<file path="src/sv/cfr_pkg.sv">
// Shared types, constants and helper functions for the comb filter reverb.
package cfr_pkg;

	localparam int NUM_LINES = 4;
	localparam int LINE_W = 2;
	localparam int unsigned LINE_MS [NUM_LINES] = '{29, 37, 43, 53};
	localparam int MS_DIVISOR = 1000;

	localparam int SMP_W = 16;
	localparam int DATA_W = 32;
	localparam int RATE_W = 16;
	localparam int MS_W = 6;
	localparam int DVD_W = RATE_W + MS_W;

	localparam int MUL_A_W = 35;
	localparam int MUL_B_W = 16;
	localparam int MUL_P_W = MUL_A_W + MUL_B_W;
	localparam int SAT_IN_W = MUL_P_W + 1;

	localparam int G_BASE = 11469;
	localparam int G_SCALE = 18022;
	localparam int FRAC_BITS = 15;
	localparam int LINE_FRAC = 12;
	localparam int DRY_SHIFT = 14;
	localparam int MIX_SHIFT = 29;

	localparam logic signed [SAT_IN_W-1:0] SAT32_HI = SAT_IN_W'(64'sd2147483647);
	localparam logic signed [SAT_IN_W-1:0] SAT32_LO = SAT_IN_W'(-64'sd2147483648);
	localparam logic signed [SAT_IN_W-1:0] SAT16_HI = SAT_IN_W'(64'sd32767);
	localparam logic signed [SAT_IN_W-1:0] SAT16_LO = SAT_IN_W'(-64'sd32768);

	typedef enum logic [2:0] {
		REG_ENABLE      = 3'd0,
		REG_CHANNELS    = 3'd1,
		REG_SAMPLE_RATE = 3'd2,
		REG_ROOM_SIZE   = 3'd3,
		REG_DAMPING     = 3'd4,
		REG_WET_GAIN    = 3'd5,
		REG_DRY_GAIN    = 3'd6
	} cfg_reg_t;

	typedef struct packed {
		logic                      start;
		logic signed [MUL_A_W-1:0] a;
		logic [MUL_B_W-1:0]        b;
	} mul_req_t;

	typedef struct packed {
		logic                      busy;
		logic                      done;
		logic signed [MUL_P_W-1:0] p;
	} mul_rsp_t;

	typedef struct packed {
		logic             start;
		logic [DVD_W-1:0] dividend;
	} div_req_t;

	typedef struct packed {
		logic             busy;
		logic             done;
		logic [DVD_W-1:0] quotient;
	} div_rsp_t;

	function automatic logic signed [DATA_W-1:0] sat32(input logic signed [SAT_IN_W-1:0] v);
		logic signed [DATA_W-1:0] r;
		if (v > SAT32_HI) begin
			r = DATA_W'(SAT32_HI);
		end else if (v < SAT32_LO) begin
			r = DATA_W'(SAT32_LO);
		end else begin
			r = DATA_W'(v);
		end
		return r;
	endfunction

	function automatic logic signed [SMP_W-1:0] sat16(input logic signed [SAT_IN_W-1:0] v);
		logic signed [SMP_W-1:0] r;
		if (v > SAT16_HI) begin
			r = SMP_W'(SAT16_HI);
		end else if (v < SAT16_LO) begin
			r = SMP_W'(SAT16_LO);
		end else begin
			r = SMP_W'(v);
		end
		return r;
	endfunction

endpackage

</file>
<file path="src/sv/cfr_lendiv.sv">
// Restoring bit-serial divider by the millisecond divisor for delay line lengths.
module cfr_lendiv import cfr_pkg::*; (
	input  logic     clk,
	input  logic     arst_n,
	input  div_req_t req,
	output div_rsp_t rsp
);

	localparam int REM_W = $clog2(MS_DIVISOR) + 1;
	localparam int CNT_W = $clog2(DVD_W);

	logic [DVD_W-1:0] dvd_q;
	logic [DVD_W-1:0] quo_q;
	logic [REM_W-2:0] rem_q;
	logic [CNT_W-1:0] cnt_q;
	logic             busy_q;
	logic             done_q;
	logic [REM_W-1:0] trial;
	logic             fits;

	assign trial = {rem_q, dvd_q[DVD_W-1]};
	assign fits  = trial >= REM_W'(MS_DIVISOR);

	always_ff @(posedge clk or negedge arst_n) begin
		if (!arst_n) begin
			dvd_q  <= '0;
			quo_q  <= '0;
			rem_q  <= '0;
			cnt_q  <= '0;
			busy_q <= 1'b0;
			done_q <= 1'b0;
		end else begin
			done_q <= 1'b0;
			if (req.start && !busy_q) begin
				dvd_q  <= req.dividend;
				quo_q  <= '0;
				rem_q  <= '0;
				cnt_q  <= '0;
				busy_q <= 1'b1;
			end else if (busy_q) begin
				rem_q <= fits ? (REM_W-1)'(trial - REM_W'(MS_DIVISOR)) : (REM_W-1)'(trial);
				quo_q <= {quo_q[DVD_W-2:0], fits};
				dvd_q <= dvd_q << 1;
				cnt_q <= cnt_q + 1'b1;
				if (cnt_q == CNT_W'(DVD_W - 1)) begin
					busy_q <= 1'b0;
					done_q <= 1'b1;
				end
			end
		end
	end

	assign rsp = '{busy: busy_q, done: done_q, quotient: quo_q};

endmodule

</file>
<file path="config.mk">
export PLATFORM = sky130hd
export DESIGN_NAME = cfr_lendiv
export DESIGN_NICKNAME = d
export VERILOG_FILES = /design/src/sv/cfr_pkg.sv /design/src/sv/cfr_lendiv.sv
export SDC_FILE = /design/constraint.sdc
export NUM_CORES = 1
export LEC_CHECK = 0
export ABC_AREA = 0
export BUFFER_PORTS_ARGS = -buffer_cell sky130_fd_sc_hd__clkbuf_2
export CAP_MARGIN = 20
export CORE_ASPECT_RATIO = 1.2
export CORE_MARGIN = 2
export CORE_UTILIZATION = 25
export DETAILED_ROUTE_END_ITERATION = 7
export MAX_ROUTING_LAYER = met4
export PLACE_DENSITY = 0.43
export SKIP_LAST_GASP = 1
export SYNTH_ARGS = -nofsm -noshare
export SYNTH_HDL_FRONTEND = slang
export SYNTH_SLANG_ARGS = --single-unit
export TNS_END_PERCENT = 5
</file>
<file path="constraint.sdc">
create_clock -name clk -period 4.59 [get_ports clk]
set_clock_uncertainty 0.05 [all_clocks]
set_input_delay 0.2295 -clock clk [delete_from_list [all_inputs] [get_ports clk]]
set_output_delay 0.2295 -clock clk [all_outputs]
set_load 0.03 [all_outputs]
</file>
==> flow_metrics.tcl <==
set metrics [dict create \
    grt_use_total_pct 11.2 \
    fp.coreArea_um2 10500 \
    die_h_um 117 \
    drc 0 \
    peakVddDrop_v 0.000247 \
    grt_pass1_wl_um 10000 \
    crit_path_max_fanout 46 \
    antenna_cells 0 \
    yosysWarnings 0 \
    cts_made_buffers 9 \
    drive_gt1_share_pct 25.3 \
    dp_hpwl_um 3510 \
    num_vias 1968 \
    num_rows 41 \
    grt_pass1_vias 2007 \
    slew_violations 0 \
    tightestPinTransition_ns 0.905 \
    gp_congestion 0.741 \
    synth_area_um2 2660 \
    routed_via_density 4.72 \
    io_pins 49 \
    antenna_found_initial 0 \
    min_path_type "primary input to register" \
    postCtsSetupBuffers 0 \
    maxSlewHeadroom_pct 39.6 \
    firstDrtPassIters 4 \
    grt_max_degree 47 \
    max_freq_mhz 473 \
    synth_top_area_share_pct 57.4 \
    ant_nets 0 \
    layout_commonest_cell "dfrtp_1" \
    total_power_mw 2.54 \
    cts.sinks 61 \
    synthCells 238 \
    synth.largest_area_cell "dfrtp_1" \
    finalCritPeriodShare_pct 46.1 \
    crit_arrival_ns 2.31 \
    clk_path_buf_depth 2 \
    fillers 1122 \
    synth_cell_types 38 \
    finalHoldViolCount 0 \
    yosysSeqAreaShare_pct 57.4 \
    syn_nets 266 \
    drt-total-wl_um 5810 \
    grt-ovfl-total 0 \
    io_buffers 48 \
    endpoint_kind "register" \
    clkSlewWorstSetupHoldPaths_ns 0.06 \
    layout_common_cells "60 x dfrtp_1, 48 x clkbuf_2, 34 x nand2_1" \
    area_delta_synth_final_pct 26.5 \
    first_iter_violations 99 \
    status "finished, final reports clean" \
    startpoint_type "register" \
    wl_per_cell_um 13.9 \
    cts-root-buf "clkbuf_16" \
    setup_tns_ns 0 \
    power_density_nw_per_um2 753 \
    nNetsFinal 311 \
    cts_tree "done" \
    drv_cap 0 \
    die_w_um 98.2 \
    synth_seq_cells 61 \
    setup_viol 0 \
    fin_crit_ns 2.12 \
    initial_utilization_pct 25.4 \
    crit_type "register to register" \
    rsz0062_at_grt "no" \
    ys_top_cells_by_area "dfrtp_1 57%, mux2i_1 8.3%, a22o_1 7.2%, o21ai_0 5.5%, nand2_1 4.8%" \
    p_leak_nw 1.59 \
    cp.required_ns 4.78 \
    clk_latency_ns 0.33 \
    die_area_um2 11500 \
    synth_area_per_cell_um2 11.2 \
    cts_htree_levels 3 \
]
cell type report:
class                   instances  area, um^2  area share (%)
clock buffers                   9         225            6.69
multi-input cells             155        1040            31.0
flip-flops and latches         61        1530            45.4
clock inverters                 7         120            3.57
repair buffers                 52         273            8.10
inverters                       4        15.0           0.446
well taps                     129         161            4.79
state kept, by name, indices dropped and copies added, names as in the netlist:
| signal | count |
|---|---|
| cnt_q | 5 |
| rem_q | 10 |
| quo_q | 22 |
| busy_q | 1 |
| done_q | 1 |
| dvd_q | 22 |
timing repair:
| action | in CTS | in global routing |
|---|---|---|
| hold endpoints to repair | 26 | 0 |
| resized for setup | 0 | 0 |
| hold buffers | 1 | 0 |
stage by stage:
step	setup WS (ns)	util, %	std cells	instance area [um^2]	hold WS (ns)
final	2.47	32.2	417	3370	0.0977
after floorplan	2.99	-	238	2660	-0.116
after global routing	2.28	32.2	417	3370	0.0951
after detailed placement	2.47	28.8	400	3010	0.277
after CTS	2.46	32.2	417	3370	0.0905
after global placement	2.50	28.8	400	3010	0.284
Yosys cell counts:
| cell | instances |
|---|---|
| dfrtp_1 | 61 |
| nand2_1 | 34 |
| o21ai_0 | 29 |
| a22o_1 | 22 |
| mux2i_1 | 22 |
| clkbuf_1 | 10 |
| nor2_1 | 6 |
| buf_1 | 4 |
| inv_1 | 4 |
| ha_1 | 3 |
| nand2b_1 | 3 |
| nand3_1 | 3 |
| nand4_1 | 3 |
| xor2_1 | 3 |
| a32o_1 | 2 |
| a41o_1 | 2 |
| buf_2 | 2 |
| buf_4 | 2 |
| nand4b_1 | 2 |
| nor2b_1 | 2 |
| o211ai_1 | 2 |
| a21oi_1 | 1 |
| a31o_2 | 1 |
| a31oi_1 | 1 |
| and2_2 | 1 |
| and3_1 | 1 |
| nand3b_1 | 1 |
| nor3b_1 | 1 |
| o21a_1 | 1 |
| o21ai_2 | 1 |
| o221ai_1 | 1 |
| o22ai_1 | 1 |
| o311ai_0 | 1 |
| o31ai_1 | 1 |
| or2b_1 | 1 |
| or4b_1 | 1 |
| or4b_2 | 1 |
| xnor2_1 | 1 |
power breakdown:
part / internal [mW] / leakage, nW / switching [mW]
clock: 0.533 / 0.166 / 0.259
sequential: 0.758 / 0.783 / 0.216
combinational: 0.325 / 0.641 / 0.444
layer usage:
metal	vias to the layer above	routed length, um	GRT usage [%]
met5	-	0	-
met4	0	87	5.21
met3	8	243	2.61
met2	47	2710	16.9
met1	966	2760	14.5
li1	947	-	-
critical path, stage by stage, from the launching register on:
cell	delay (ns)
dfrtp_2	0.85
inv_1	0.34
or4b_2	0.68
o211ai_1	0.10
logic make-up after synthesis:
kind of cell / count (synthesis) / share of synthesized area [%]
AO/OA/AOI/OAI: 66 / 17.3
AND/OR/NAND/NOR: 60 / 10.9
buffers and inverters: 22 / 3.48
flip-flops: 61 / 57.4
multiplexers: 22 / 8.27
adder cells (fa/ha/maj): 3 / 1.41
XOR/XNOR: 4 / 1.32
final timing paths:
kind	start	end	slack (ns)	cells past startpoint
max	busy_q	rem_q[5]	2.47	3
min	req[0]	dvd_q[0]	0.1	3
max reg2reg	busy_q	rem_q[5]	2.47	3
min reg2reg	dvd_q[3]	dvd_q[4]	0.43	2
max in group asynchronous	arst_n	busy_q	3.11	3
min in group asynchronous	arst_n	dvd_q[11]	0.44	2
Note: power is estimated with default switching activity, not from simulation.
