--- config.mk ---
export PLATFORM = sky130hd
export DESIGN_NAME = cfr_mul
export DESIGN_NICKNAME = d
export VERILOG_FILES = /design/src/sv/cfr_pkg.sv /design/src/sv/cfr_mul.sv
export SDC_FILE = /design/constraint.sdc
export NUM_CORES = 1
export LEC_CHECK = 0
export BUFFER_PORTS_ARGS = -buffer_cell sky130_fd_sc_hd__buf_2
export CAP_MARGIN = 20
export CORE_UTILIZATION = 40
export DETAILED_ROUTE_END_ITERATION = 8
export PLACE_DENSITY_LB_ADDON = 0.2
export SYNTH_ARGS = -nofsm -noshare
export SYNTH_HDL_FRONTEND = slang
export SYNTH_SLANG_ARGS = --single-unit
export TNS_END_PERCENT = 100
--- constraint.sdc ---
create_clock -name clk -period 6.24 [get_ports clk]
set_input_delay 1.56 -clock clk [delete_from_list [all_inputs] [get_ports clk]]
set_output_delay 1.56 -clock clk [all_outputs]
set_load 0.01 [all_outputs]
--- src/sv/cfr_pkg.sv ---
// Shared types, constants and helper functions for the comb filter reverb.
package cfr_pkg;

	localparam int NUM_LINES = 4;
	localparam int LINE_W = 2;
	localparam int unsigned LINE_MS [NUM_LINES] = '{29, 37, 43, 53};
	localparam int MS_DIVISOR = 1000;

	localparam int SMP_W = 16;
	localparam int DATA_W = 32;
	localparam int RATE_W = 16;
	localparam int MS_W = 6;
	localparam int DVD_W = RATE_W + MS_W;

	localparam int MUL_A_W = 35;
	localparam int MUL_B_W = 16;
	localparam int MUL_P_W = MUL_A_W + MUL_B_W;
	localparam int SAT_IN_W = MUL_P_W + 1;

	localparam int G_BASE = 11469;
	localparam int G_SCALE = 18022;
	localparam int FRAC_BITS = 15;
	localparam int LINE_FRAC = 12;
	localparam int DRY_SHIFT = 14;
	localparam int MIX_SHIFT = 29;

	localparam logic signed [SAT_IN_W-1:0] SAT32_HI = SAT_IN_W'(64'sd2147483647);
	localparam logic signed [SAT_IN_W-1:0] SAT32_LO = SAT_IN_W'(-64'sd2147483648);
	localparam logic signed [SAT_IN_W-1:0] SAT16_HI = SAT_IN_W'(64'sd32767);
	localparam logic signed [SAT_IN_W-1:0] SAT16_LO = SAT_IN_W'(-64'sd32768);

	typedef enum logic [2:0] {
		REG_ENABLE      = 3'd0,
		REG_CHANNELS    = 3'd1,
		REG_SAMPLE_RATE = 3'd2,
		REG_ROOM_SIZE   = 3'd3,
		REG_DAMPING     = 3'd4,
		REG_WET_GAIN    = 3'd5,
		REG_DRY_GAIN    = 3'd6
	} cfg_reg_t;

	typedef struct packed {
		logic                      start;
		logic signed [MUL_A_W-1:0] a;
		logic [MUL_B_W-1:0]        b;
	} mul_req_t;

	typedef struct packed {
		logic                      busy;
		logic                      done;
		logic signed [MUL_P_W-1:0] p;
	} mul_rsp_t;

	typedef struct packed {
		logic             start;
		logic [DVD_W-1:0] dividend;
	} div_req_t;

	typedef struct packed {
		logic             busy;
		logic             done;
		logic [DVD_W-1:0] quotient;
	} div_rsp_t;

	function automatic logic signed [DATA_W-1:0] sat32(input logic signed [SAT_IN_W-1:0] v);
		logic signed [DATA_W-1:0] r;
		if (v > SAT32_HI) begin
			r = DATA_W'(SAT32_HI);
		end else if (v < SAT32_LO) begin
			r = DATA_W'(SAT32_LO);
		end else begin
			r = DATA_W'(v);
		end
		return r;
	endfunction

	function automatic logic signed [SMP_W-1:0] sat16(input logic signed [SAT_IN_W-1:0] v);
		logic signed [SMP_W-1:0] r;
		if (v > SAT16_HI) begin
			r = SMP_W'(SAT16_HI);
		end else if (v < SAT16_LO) begin
			r = SMP_W'(SAT16_LO);
		end else begin
			r = SMP_W'(v);
		end
		return r;
	endfunction

endpackage

--- src/sv/cfr_mul.sv ---
// Bit-serial signed by unsigned multiplier, one multiplier bit per cycle.
module cfr_mul import cfr_pkg::*; (
	input  logic     clk,
	input  logic     arst_n,
	input  mul_req_t req,
	output mul_rsp_t rsp
);

	localparam int CNT_W = $clog2(MUL_B_W);

	logic signed [MUL_P_W-1:0] acc_q;
	logic signed [MUL_P_W-1:0] a_sh_q;
	logic [MUL_B_W-1:0]        b_sh_q;
	logic [CNT_W-1:0]          cnt_q;
	logic                      busy_q;
	logic                      done_q;

	always_ff @(posedge clk or negedge arst_n) begin
		if (!arst_n) begin
			acc_q  <= '0;
			a_sh_q <= '0;
			b_sh_q <= '0;
			cnt_q  <= '0;
			busy_q <= 1'b0;
			done_q <= 1'b0;
		end else begin
			done_q <= 1'b0;
			if (req.start && !busy_q) begin
				acc_q  <= '0;
				a_sh_q <= MUL_P_W'(req.a);
				b_sh_q <= req.b;
				cnt_q  <= '0;
				busy_q <= 1'b1;
			end else if (busy_q) begin
				if (b_sh_q[0]) begin
					acc_q <= acc_q + a_sh_q;
				end
				a_sh_q <= a_sh_q <<< 1;
				b_sh_q <= b_sh_q >> 1;
				cnt_q  <= cnt_q + 1'b1;
				if (cnt_q == CNT_W'(MUL_B_W - 1)) begin
					busy_q <= 1'b0;
					done_q <= 1'b1;
				end
			end
		end
	end

	assign rsp = '{busy: busy_q, done: done_q, p: acc_q};

endmodule

==> summary.md <==
| Metric | Value |
|---|---|
| Element type at the critical path start | register |
| CP max FO | 4 |
| Root Buffer | clkbuf_16 |
| PD cells | around 530 nW/um2 |
| Worst-Skew Late Latency | 430 ps |
| Syn_nets | 1007 |
| TritonCTS buffer count | 17 |
| Final ANT Viol Nets | 0 |
| Max-slew headroom | 55.7% |
| Core area | 19500 um2 |
| DR vias | 6679 |
| Layout cell share with drive strength beyond 1 | about 17% |
| DR WL/cell | 15.9 um |
| Worst r2r src | a_sh_q[0]$_DFFE_PN0P_ |
| Slew @ Worst Pin | 665 ps |
| H-tree levels | 4 |
| Final period utilization | 54.8% |
| Avg Synthesized Cell Area | 8.82 um2 |
| Hold Startpoint | b_sh_q[10]$_DFFE_PN0P_ |
| Std cell rows | between 50 and 60 |
| Sequential share of the synthesized area | 39.0% |
| Gr usage total | 20.7% |
| Crit path kind | reg2reg |
| Max Transition Viols Final | 0 |
| Placed wire-length estimate | 14.3 mm |
| CP required | 6530 ps |
| Switching Share | 45.1% |
| Drt initial violations | 358 |
| Port bufs | around 110 |
| Register area | just over 3000 um2 |
| R2R setup slack | 2820 ps |
| Final core occ | between 40% and 50% |
| Congestion Overflow GR | 0 |
| Final Cell Area | 9170 um2 |
| Layout fillers | 1906 |
| # IOs | 107 |
| CTS Hold Bufs | 0 |
| Post-synthesis cell count | 901 |
| Hold Path End | b_sh_q[9]$_DFFE_PN0P_ |
| Net count, final | 1082 |
| Synth area leader | dfrtp_1 |
| Critical Path End Type | register |
| Worst reg2reg endpoint | acc_q[40]$_DFFE_PN0P_ |
| Syn. warnings | 0 |
| # DRC | 0 |
| Placed Area | about 8600 um2 |
| Critical path arrival | approximately 3700 ps |
| Hold Slack | 484 ps |
| Post-CTS setup buffers | 0 |
| Final Hold Fails | 0 |
| Clock share of power | around 19% |
| Die Y | 143 um |
| Most used flip-flop cell after synthesis | dfrtp_1 |
| Post-Route WL | 19.9 mm |
| Initial core utilization | 40.8% |
| # resized after CTS | 0 |
| Hold Crit Depth | 2 |
| Fin Setup TNS | 0 ps |
| Async set-or-reset flop fraction in the synthesized netlist | 100% |
| Hold Path Class | reg2reg |
| RSZ-0062 raised after global routing | no |
| Routed vias/inst | between 5 and 6 |
| Netlist cell types | 66 |
| Net Sw Power | 2.19 mW |
| Die Span X | between 100 and 150 um |
| CTS Buffer Depth | 2 |
| ANT cells | 0 |
| DRT Pass-1 Iters | 5 |
| Final Wtd Congestion | between 0.8 and 0.9 |
| Antenna violations before repair | 0 |
| CTS tree | done |
| Reg2Reg Depth | 12 |
| Skew final | 9.45 ps |
| Max VDD drop | 204 uV |
| Clk sink count | 124 |
| Synth Cell Area | 7950 um2 |
| Layout overhead on the synthesized area | 15.4% |
| Leakage power | 4.47 nW |
| Pin count of the biggest net entering global routing | around 80 |
| Area of the multi-input gates | 4540 um2 |
| Post-synth top area share | 39.0% |
| Vias in the first global route | ~6400 |
| Combinational share of power | 50.5% |
| Int Pwr | 2.66 mW |
| Run status | completed |
| CTS clk-pin slew, worst paths | 60 ps |
| Final Critical Period | ~3400 ps |
| Fmax | 0.293 GHz |
| Area contributors post-synth | dfrtp_1 39%, o21ai_0 8.1%, ha_1 8.0% |
| Max Cap Viol | 0 |
| Number of enable flip-flop cells after synthesis | 0 |
| Count of final setup violators | 0 |
| First-pass GRT wire length | 33.1 mm |
| Setup ws final | 2820 ps |
| Flops & latches, synth | 124 |
| Worst slack, placed | 2530 ps |
| Flop pwr share | a little under a third |
| Die ar. | approximately 20000 um2 |
## sequential cells by signal (all words and copies together), names as in the netlist
register  count
a_sh_q       51
acc_q        51
cnt_q         4
b_sh_q       16
done_q        1
busy_q        1
## synthesized netlist by cell type (2+ instances only)
cell,number
o21a_1,3
nand3_1,11
mux2i_1,50
a21o_2,3
and4_1,2
nand2b_1,2
a211oi_1,2
and2_1,6
buf_6,2
and2_0,2
clkbuf_1,44
xnor2_1,26
inv_1,12
buf_2,2
nand4_1,12
o211ai_1,2
a21oi_1,76
nor2_1,36
o21ai_0,129
a22o_1,5
o21bai_1,16
o21ai_1,12
ha_1,51
a221o_1,3
a31oi_1,9
a21boi_0,2
o221ai_1,2
xor2_1,22
a41oi_1,2
buf_1,2
nor3_1,5
dfrtp_1,124
or2_2,2
a32o_1,2
and3_2,3
or3_1,2
nand2_1,152
a21o_1,28
nor2b_1,2
buf_4,4
and3_1,4
## layout make-up
cell class	count	area share, %
clock inverter	13	1.19
sequential	124	33.9
timing repair buffer	112	6.46
multi-input combinational	708	49.5
inverter	13	0.532
clock buffer	19	4.83
tap	265	3.61
## worst max path at each step
stage / startpoint / endpoint / cells past startpoint
after global routing: acc_q[0]$_DFFE_PN0P_ / acc_q[40]$_DFFE_PN0P_ / 12
final: a_sh_q[0]$_DFFE_PN0P_ / acc_q[40]$_DFFE_PN0P_ / 12
after CTS: a_sh_q[0]$_DFFE_PN0P_ / acc_q[40]$_DFFE_PN0P_ / 12
after floorplan: acc_q[0]$_DFFE_PN0P_ / acc_q[50]$_DFFE_PN0P_ / 12
after global placement: req[51] / acc_q[50]$_DFFE_PN0P_ / 4
after detailed placement: req[51] / acc_q[50]$_DFFE_PN0P_ / 4
## power by group through the flow
stage	clock network [mW]	logic, mW	registers (mW)
global placement	0	2.38	1.47
CTS	0.957	2.43	1.46
global route	0.988	2.77	1.51
detailed placement	0	2.41	1.47
floorplan	0	1.84	1.40
finish	0.939	2.44	1.46
## kinds of logic after synthesis
group / synth area share, %
AOI/OAI and AO/OA: 23.8
xor gates and xnor gates: 5.29
adders and majority gates: 8.28
buffers and inverters: 3.81
DFF: 39.0
muxes: 6.44
and+or+nand+nor: 13.3
## per-layer routing
metal	wire length [um]	track usage (%)	up-vias
li1	-	-	3367
met1	9840	29.1	3125
met2	8820	31.8	159
met3	851	3.82	28
met4	416	7.47	0
met5	0	0	-
## worst max-delay path, stage by stage (launching register included)
cell	delay (ps)
dfrtp_1	410
ha_1	240
fa_1	410
a21oi_1	220
nor2_1	120
o21ai_0	210
a31oi_2	170
a221oi_2	450
o21ai_4	140
a311oi_4	380
o21ai_0	240
xnor2_1	210
o21ai_1	80
## cells in the final DEF, fill, tap and decap left out, drive strengths merged, types with 3 or more instances in the layout
cell,instances
a21boi,3
a21o,31
a21oi,77
a221o,3
a22o,5
a31oi,10
and2,9
and3,7
buf,112
clkbuf,19
clkinv,4
clkinvlp,4
dfrtp,124
ha,51
inv,18
mux2i,50
nand2,153
nand3,11
nand4,12
nor2,37
nor3,5
o21a,3
o21ai,142
o21bai,16
or3,3
xnor2,26
xor2,22
## stage by stage
stage | power, mW | instances
finish | 4.84 | 1254
global route | 5.27 | 1254
CTS | 4.85 | 1253
detailed placement | 3.89 | 1221
global placement | 3.85 | 1221
floorplan | 3.24 | 901
Note: power is estimated with default switching activity, not from simulation.
